--- src/hdl/assert_macros.svh ---
// ----------------------------------------------------------------------------
// assert_macros.svh
// Assertion macros used by the RTL of rgb_to_hsv_converter_unit
// ----------------------------------------------------------------------------
`ifndef ASSERT_MACROS_SVH
`define ASSERT_MACROS_SVH

// same-cycle implication, checked out of reset
`define ASSERT_IMPLIES(label, clk, rst_n, ante, cons, msg) \
    label: assert property (@(posedge clk) disable iff (!(rst_n)) (ante) |-> (cons)) \
        else $error(msg);

// next-cycle implication, checked out of reset
`define ASSERT_NEXT(label, clk, rst_n, ante, cons, msg) \
    label: assert property (@(posedge clk) disable iff (!(rst_n)) (ante) |=> (cons)) \
        else $error(msg);

`endif

--- src/hdl/rgbhsv_pkg.sv ---
// ----------------------------------------------------------------------------
// rgbhsv_pkg
// Types, constants, the divider step and the sector hue offsets of the RGB to HSV converter
// ----------------------------------------------------------------------------
package rgbhsv_pkg;

    // one 60 degree sector and the full circle, 6 fractional bits
    localparam int HUE_SECTOR_FX = 3840;
    localparam int HUE_FULL_FX   = 23040;

    // pipeline layout
    localparam int PIPE_DEPTH     = 8;  // stages held in the pipeline array
    localparam int DIV_FIRST      = 2;  // first divider stage
    localparam int BITS_PER_STAGE = 2;  // quotient bits resolved per stage
    localparam int SAT_DIV_STAGES = 4;  // 8 saturation bits
    localparam int LAST_STAGE     = PIPE_DEPTH;  // output register index

    typedef enum logic [1:0] {
        SEC_RED   = 2'd0,
        SEC_GREEN = 2'd1,
        SEC_BLUE  = 2'd2
    } t_sector;

    // one pipeline stage; num_h and num_s hold remainder over quotient bits
    typedef struct packed {
        t_sector     sector;
        logic        neg;
        logic        grey;
        logic        black;
        logic [7:0]  vmax;
        logic [7:0]  chroma;
        logic [19:0] num_h;
        logic [15:0] num_s;
    } t_pipe;

    // restoring divider step: returns {new remainder, quotient bit}
    function automatic logic [8:0] div_step(input logic [7:0] rem, input logic nbit,
                                            input logic [7:0] dvs);
        logic [8:0] t;
        logic [8:0] diff;
        t    = {rem, nbit};
        diff = t - {1'b0, dvs};
        if (t >= {1'b0, dvs}) begin
            div_step = {diff[7:0], 1'b1};
        end else begin
            div_step = {t[7:0], 1'b0};
        end
    endfunction

    // hue offset of a sector
    function automatic logic [14:0] hue_base(input t_sector sec);
        case (sec)
            SEC_RED:   hue_base = 15'd0;
            SEC_GREEN: hue_base = 15'(2 * HUE_SECTOR_FX);
            SEC_BLUE:  hue_base = 15'(4 * HUE_SECTOR_FX);
            default:   hue_base = 15'd0;
        endcase
    endfunction

endpackage

--- src/hdl/rgb_to_hsv_converter_unit.sv ---
// ----------------------------------------------------------------------------
// rgb_to_hsv_converter_unit
// Pipelined RGB to HSV pixel converter, when not stalled one pixel per clock
// ----------------------------------------------------------------------------
//  channel  | direction | handshake          | payload
//  ---------+-----------+--------------------+--------------------------------
//  pixel in | input     | i_valid / o_stall  | i_red, i_green, i_blue
//  hsv out  | output    | o_valid / i_stall  | o_hue, o_saturation, o_brightness
//
//  one pixel can be taken every clock while o_stall is low; the depth is set by
//  the 12-bit hue divider, which resolves two quotient bits per stage
//  i_rst_n is synchronous and clears only the stage valid bits
//  a stage moves when it is empty or the stage after it moves, so bubbles fill
//  o_stall is high only when every stage holds a pixel and i_stall is high
// ----------------------------------------------------------------------------
`include "assert_macros.svh"

module rgb_to_hsv_converter_unit (
    input  logic        i_clk,
    input  logic        i_rst_n,
    input  logic        i_valid,
    output logic        o_stall,
    input  logic [7:0]  i_red,
    input  logic [7:0]  i_green,
    input  logic [7:0]  i_blue,
    output logic        o_valid,
    input  logic        i_stall,
    output logic [14:0] o_hue,
    output logic [7:0]  o_saturation,
    output logic [7:0]  o_brightness
);
    import rgbhsv_pkg::*;

    t_pipe              r_pipe [PIPE_DEPTH];
    t_pipe              n_pipe [PIPE_DEPTH];
    logic [LAST_STAGE:0] r_valid;
    logic [LAST_STAGE:0] stage_en;
    logic [14:0]        r_hue;
    logic [7:0]         r_sat;
    logic [7:0]         r_bright;
    logic [14:0]        n_hue;
    logic [7:0]         n_sat;

    // stage enables, rippling back from the output
    always_comb begin
        stage_en[LAST_STAGE] = !r_valid[LAST_STAGE] || !i_stall;
        for (int k = LAST_STAGE - 1; k >= 0; k--) begin
            stage_en[k] = !r_valid[k] || stage_en[k + 1];
        end
    end

    assign o_stall = !stage_en[0];

    // next value of every pipeline stage
    always_comb begin
        logic [7:0]  p;
        logic [7:0]  n;
        logic [7:0]  vmin;
        logic [19:0] a;
        logic [15:0] c;
        logic [8:0]  s;

        // stage 0: largest channel, sector and signed difference
        n_pipe[0] = '0;
        if (i_red >= i_green && i_red >= i_blue) begin
            n_pipe[0].sector = SEC_RED;
            n_pipe[0].vmax   = i_red;
            vmin = (i_green < i_blue) ? i_green : i_blue;
            p = i_green;
            n = i_blue;
        end else if (i_green >= i_blue) begin
            n_pipe[0].sector = SEC_GREEN;
            n_pipe[0].vmax   = i_green;
            vmin = (i_red < i_blue) ? i_red : i_blue;
            p = i_blue;
            n = i_red;
        end else begin
            n_pipe[0].sector = SEC_BLUE;
            n_pipe[0].vmax   = i_blue;
            vmin = (i_red < i_green) ? i_red : i_green;
            p = i_red;
            n = i_green;
        end
        n_pipe[0].chroma = n_pipe[0].vmax - vmin;
        n_pipe[0].neg    = (p < n);
        n_pipe[0].grey   = (n_pipe[0].vmax == vmin);
        n_pipe[0].black  = (n_pipe[0].vmax == 8'd0);
        n_pipe[0].num_h  = {12'd0, (p < n) ? (n - p) : (p - n)};

        // stage 1: dividends |d| * 3840 and chroma * 255 by shift and subtract
        a = {12'd0, r_pipe[0].num_h[7:0]};
        c = {8'd0, r_pipe[0].chroma};
        n_pipe[1]       = r_pipe[0];
        n_pipe[1].num_h = (a << 12) - (a << 8);
        n_pipe[1].num_s = (c << 8) - c;

        // divider stages: two hue bits each, two saturation bits in the first four
        for (int k = DIV_FIRST; k < PIPE_DEPTH; k++) begin
            n_pipe[k] = r_pipe[k - 1];
            for (int j = 0; j < BITS_PER_STAGE; j++) begin
                s = div_step(n_pipe[k].num_h[19:12], n_pipe[k].num_h[11],
                             n_pipe[k].chroma);
                n_pipe[k].num_h = {s[8:1], n_pipe[k].num_h[10:0], s[0]};
            end
            if (k - DIV_FIRST < SAT_DIV_STAGES) begin
                for (int j = 0; j < BITS_PER_STAGE; j++) begin
                    s = div_step(n_pipe[k].num_s[15:8], n_pipe[k].num_s[7],
                                 n_pipe[k].vmax);
                    n_pipe[k].num_s = {s[8:1], n_pipe[k].num_s[6:0], s[0]};
                end
            end
        end
    end

    // output stage: sector offset, sign, wrap and the grey and black cases
    always_comb begin
        logic [15:0] sum;
        logic [15:0] q;
        logic [15:0] base;
        q    = {4'd0, r_pipe[PIPE_DEPTH - 1].num_h[11:0]};
        base = {1'b0, hue_base(r_pipe[PIPE_DEPTH - 1].sector)};
        sum  = r_pipe[PIPE_DEPTH - 1].neg ? (base - q) : (base + q);
        if (r_pipe[PIPE_DEPTH - 1].grey) begin
            n_hue = 15'd0;
        end else if (sum[15]) begin
            n_hue = sum[14:0] + 15'(HUE_FULL_FX);
        end else begin
            n_hue = sum[14:0];
        end
        n_sat = r_pipe[PIPE_DEPTH - 1].black ? 8'd0 : r_pipe[PIPE_DEPTH - 1].num_s[7:0];
    end

    // valid bits
    always_ff @(posedge i_clk) begin
        if (!i_rst_n) begin
            r_valid <= '0;
        end else begin
            if (stage_en[0]) begin
                r_valid[0] <= i_valid;
            end
            for (int k = 1; k <= LAST_STAGE; k++) begin
                if (stage_en[k]) begin
                    r_valid[k] <= r_valid[k - 1];
                end
            end
        end
    end

    // stage payload
    always_ff @(posedge i_clk) begin
        for (int k = 0; k < PIPE_DEPTH; k++) begin
            if (stage_en[k]) begin
                r_pipe[k] <= n_pipe[k];
            end
        end
        if (stage_en[LAST_STAGE]) begin
            r_hue    <= n_hue;
            r_sat    <= n_sat;
            r_bright <= r_pipe[PIPE_DEPTH - 1].vmax;
        end
    end

    assign o_valid      = r_valid[LAST_STAGE];
    assign o_hue        = r_hue;
    assign o_saturation = r_sat;
    assign o_brightness = r_bright;

    // checks
    `ASSERT_IMPLIES(a_hue_range, i_clk, i_rst_n, o_valid, o_hue < 15'(HUE_FULL_FX),
                    "hue out of range")
    `ASSERT_IMPLIES(a_black_sat, i_clk, i_rst_n, o_valid && o_brightness == 8'd0,
                    o_saturation == 8'd0, "black pixel with nonzero saturation")
    `ASSERT_IMPLIES(a_grey_hue, i_clk, i_rst_n, o_valid && o_saturation == 8'd0,
                    o_hue == 15'd0, "zero saturation with nonzero hue")
    `ASSERT_IMPLIES(a_stall_full, i_clk, i_rst_n, o_stall, (&r_valid) && i_stall,
                    "input stalled while the pipeline has room")

endmodule
--- config.mk ---
export PLATFORM = sky130hd
export DESIGN_NAME = rgb_to_hsv_converter_unit
export DESIGN_NICKNAME = d
export VERILOG_FILES = /design/src/hdl/rgbhsv_pkg.sv /design/src/hdl/rgb_to_hsv_converter_unit.sv
export VERILOG_INCLUDE_DIRS = /design/src /design/src/hdl
export SDC_FILE = /design/constraint.sdc
export NUM_CORES = 1
export LEC_CHECK = 0
export ABC_AREA = 1
export BUFFER_PORTS_ARGS = -buffer_cell sky130_fd_sc_hd__buf_2
export CAP_MARGIN = 20
export CORE_ASPECT_RATIO = 0.7
export CORE_MARGIN = 2
export CORE_UTILIZATION = 35
export CTS_CLUSTER_SIZE = 24
export DETAILED_ROUTE_END_ITERATION = 6
export SYNTH_ARGS = -nofsm -noshare
export SYNTH_HDL_FRONTEND = slang
export SYNTH_SLANG_ARGS = --single-unit
export TNS_END_PERCENT = 5
--- constraint.sdc ---
create_clock -name i_clk -period 10.72 [get_ports i_clk]
set_input_delay 1.608 -clock i_clk [delete_from_list [all_inputs] [get_ports i_clk]]
set_output_delay 1.608 -clock i_clk [all_outputs]
set_load 0.01 [all_outputs]
==> impl_metrics.json <==
{
  "drc": 0,
  "num_rows": 80,
  "setup_tns_ps": 0,
  "synthXorXnorAreaFrac_pct": 4.95,
  "synth.mux.area_fraction_pct": 0.0471,
  "syn_nets": 2767,
  "dp_hpwl_um": 40400,
  "wl_per_cell_um": 14.6,
  "coreArea_um2": 67900,
  "holdPathStages": 0,
  "ys_warn_count": 0,
  "status": "completed",
  "design.die.area_um2": 70400,
  "ctsRootBufferMaster": "clkbuf_16",
  "hp-class": "register to register",
  "start_util_pct": 35.2,
  "ys_seq_area_share_pct": 48.4,
  "r2r_slack_ps": 6470,
  "synth_edf_count": 379,
  "post-cts-setup-buffers": 0,
  "max_slew_margin_pct": 31.4,
  "cts_hold_buf": 0,
  "netlist.area_leader.share_pct": 47.6,
  "gp_congestion": 0.874,
  "insertion_delay_ps": 550,
  "die_h_um": 223,
  "finalNetCount": 2849,
  "diodes": 0,
  "path_class": "input pin to primary output",
  "io_pins": 61,
  "synth_ff_type": "edfxtp_1",
  "ys_ff_latch": 388,
  "port_buffers": 60,
  "wirelength_um": 51400,
  "fmax_mhz": 147,
  "grt_pass1_wl_um": 84100,
  "synthDistinctLibCells": 60,
  "hp-start": "r_pipe[0][131]",
  "worstRegToRegCells": 13,
  "synth_fa_ha_area_share_pct": 13.2,
  "synth-simple-area-share_pct": 18.9,
  "drtIter0Drc": 1153,
  "r2r_start": "r_valid[8]",
  "grt_max_degree": 52,
  "grt_usage_pct": 14.6,
  "cts_buffers": 40,
  "cp-end-kind": "primary output",
  "area_delta_synth_final_pct": 11.1,
  "synth_compound_area_share_pct": 8.51,
  "ctsResizeCount": 0,
  "drive_above_1_share_pct": 8.99,
  "fin_crit_sh_pct": 63.5,
  "clkSinkCount": 388,
  "cp_max_fo": 50,
  "crit_path_top_delay_cell": "inv_2",
  "rr_endpoint": "r_pipe[0][70]",
  "grt-ovfl-total": 0,
  "grt_setup_unrepaired": "no",
  "path_clk_slew_ps": 60,
  "grt_pass1_vias": 16300,
  "cp.required_ps": 9110,
  "tritoncts": "yes",
  "critPathLaunchType": "input pin",
  "num_vias": 16900,
  "syn_area_per_cell_um2": 9.56,
  "fin_skew_ps": 24.7,
  "synth_top_family_by_area": "simple AND/OR/NAND/NOR gates",
  "via_per_inst": 4.82,
  "htree_levels": 2,
  "drtAntennaViolNets": 0,
  "crit_path_cell_trace": "buf_2 -> nand2_2 -> nor2_1 -> inv_1 -> nor2_1 -> inv_2 -> nor2_2 -> nand2_2 -> nor2_4 -> nand2_2 -> buf_4 -> nor2_2 -> nand2_2 -> inv_1 -> buf_2",
  "cpMostUsedCell": "nand2_2",
  "critPathArrivalTime_ps": 5200,
  "synthTopCellsByArea": "edfxtp_1 (48%), ha_1 (12%), nand2_1 (8.9%)",
  "finalHoldViolCount": 0,
  "firstDrtPassIters": 5,
  "yosys-top-cells-count": "nand2_1 (564), edfxtp_1 (379), inv_1 (326), ha_1 (221), nor2_1 (167)",
  "cts_buffer_depth": 3,
  "fin_crit_ps": 6810,
  "min_to": "r_pipe[0][190]",
  "die_w_um": 316,
  "syn_area_um2": 23900,
  "antenna_found_initial": 0,
  "slowest_delay_ps": 730,
  "setup_viol": 0,
  "synth_cells": 2499,
  "async_flop_share_pct": 0,
  "yosysMostFrequentCell": "nand2_1",
  "tightest_slew_ps": 1030,
  "nFillCells": 6647,
  "final_max_slew_viol_count": 0,
  "max-cap-violations": 0,
  "synth_top_area_cell": "edfxtp_1"
}
==> cell type report <==
type | instances | area [um^2] | share of cell area, %
Tap cell | 902 | 1130 | 4.25
Multi-Input combinational cell | 1743 | 10900 | 41.0
Clock inverter | 23 | 260 | 0.980
Inverter | 342 | 1280 | 4.84
Clock buffer | 51 | 1070 | 4.04
Sequential cell | 388 | 11600 | 43.5
Timing Repair Buffer | 66 | 345 | 1.30
==> flip-flops by register name (all words and copies together) (netlist names) <==
signal        flops
r_pipe          348
o_hue            15
r_valid           9
o_brightness      8
o_saturation      8
==> per-stage QoR <==
step | util [%] | area, um^2 | hold WS (ps) | std cells | setup slack (ps)
2_1_floorplan | - | 23900 | 400 | 2499 | 3390
3_3_place_gp | 37.2 | 25200 | 401 | 3441 | 3870
3_5_place_dp | 37.2 | 25200 | 405 | 3441 | 3850
4_1_cts | 39.1 | 26500 | 405 | 3515 | 3840
5_1_grt | 39.1 | 26500 | 416 | 3515 | 3470
6_report | 39.1 | 26500 | 407 | 3515 | 3910
==> cells in the final DEF (no fill, tap or decap), types with 8 or more instances in the layout <==
cell         n
a21oi_2     11
nand3_1    161
nand2_1    564
buf_2       60
nand4_1     35
a21o_1      18
edfxtp_1   379
nor3_2      12
dfxtp_1      9
clkbuf_1     8
nor3_1      25
o211ai_1    11
ha_1       221
clkbuf_16   40
clkinv_2     8
o21ai_1     16
inv_1      325
a21oi_1    139
xor2_1      90
nand2_2     17
fa_1        19
inv_2       15
a31oi_1     10
o21ai_2     11
xnor2_1     45
nor2_1     167
o21ai_0     89
==> worst max path at each step <==
stage	from	end	slack, ps	cells past startpoint
floorplan	i_stall	o_stall	3390	12
global placement	i_stall	o_stall	3870	15
detailed placement	i_stall	o_stall	3850	15
CTS	i_stall	o_stall	3840	15
global route	i_stall	o_stall	3470	15
finish	i_stall	o_stall	3910	15
==> kinds of logic after synthesis <==
kind of cell	after synthesis
flops	388
xor+xnor	135
simple gates	1025
compound gates	342
buf+inv	368
mux	1
fa+ha+maj	240
==> layer usage <==
layer  GRT usage [%]  routed length, um  vias up
li1                -                  -     8649
met1            22.3              26700     7840
met2            21.8              21600      387
met3            1.89               2230       63
met4            3.21                860        0
met5               0                  0        -
==> critical path, delay by kind of cell <==
kind / cells / cell delay [ps]
buffers and inverters: 6 / 1850
AND/OR/NAND/NOR: 9 / 1690
Power is not shown: default switching activity piles up to over one toggle a cycle in this logic, so the estimate is an artifact.
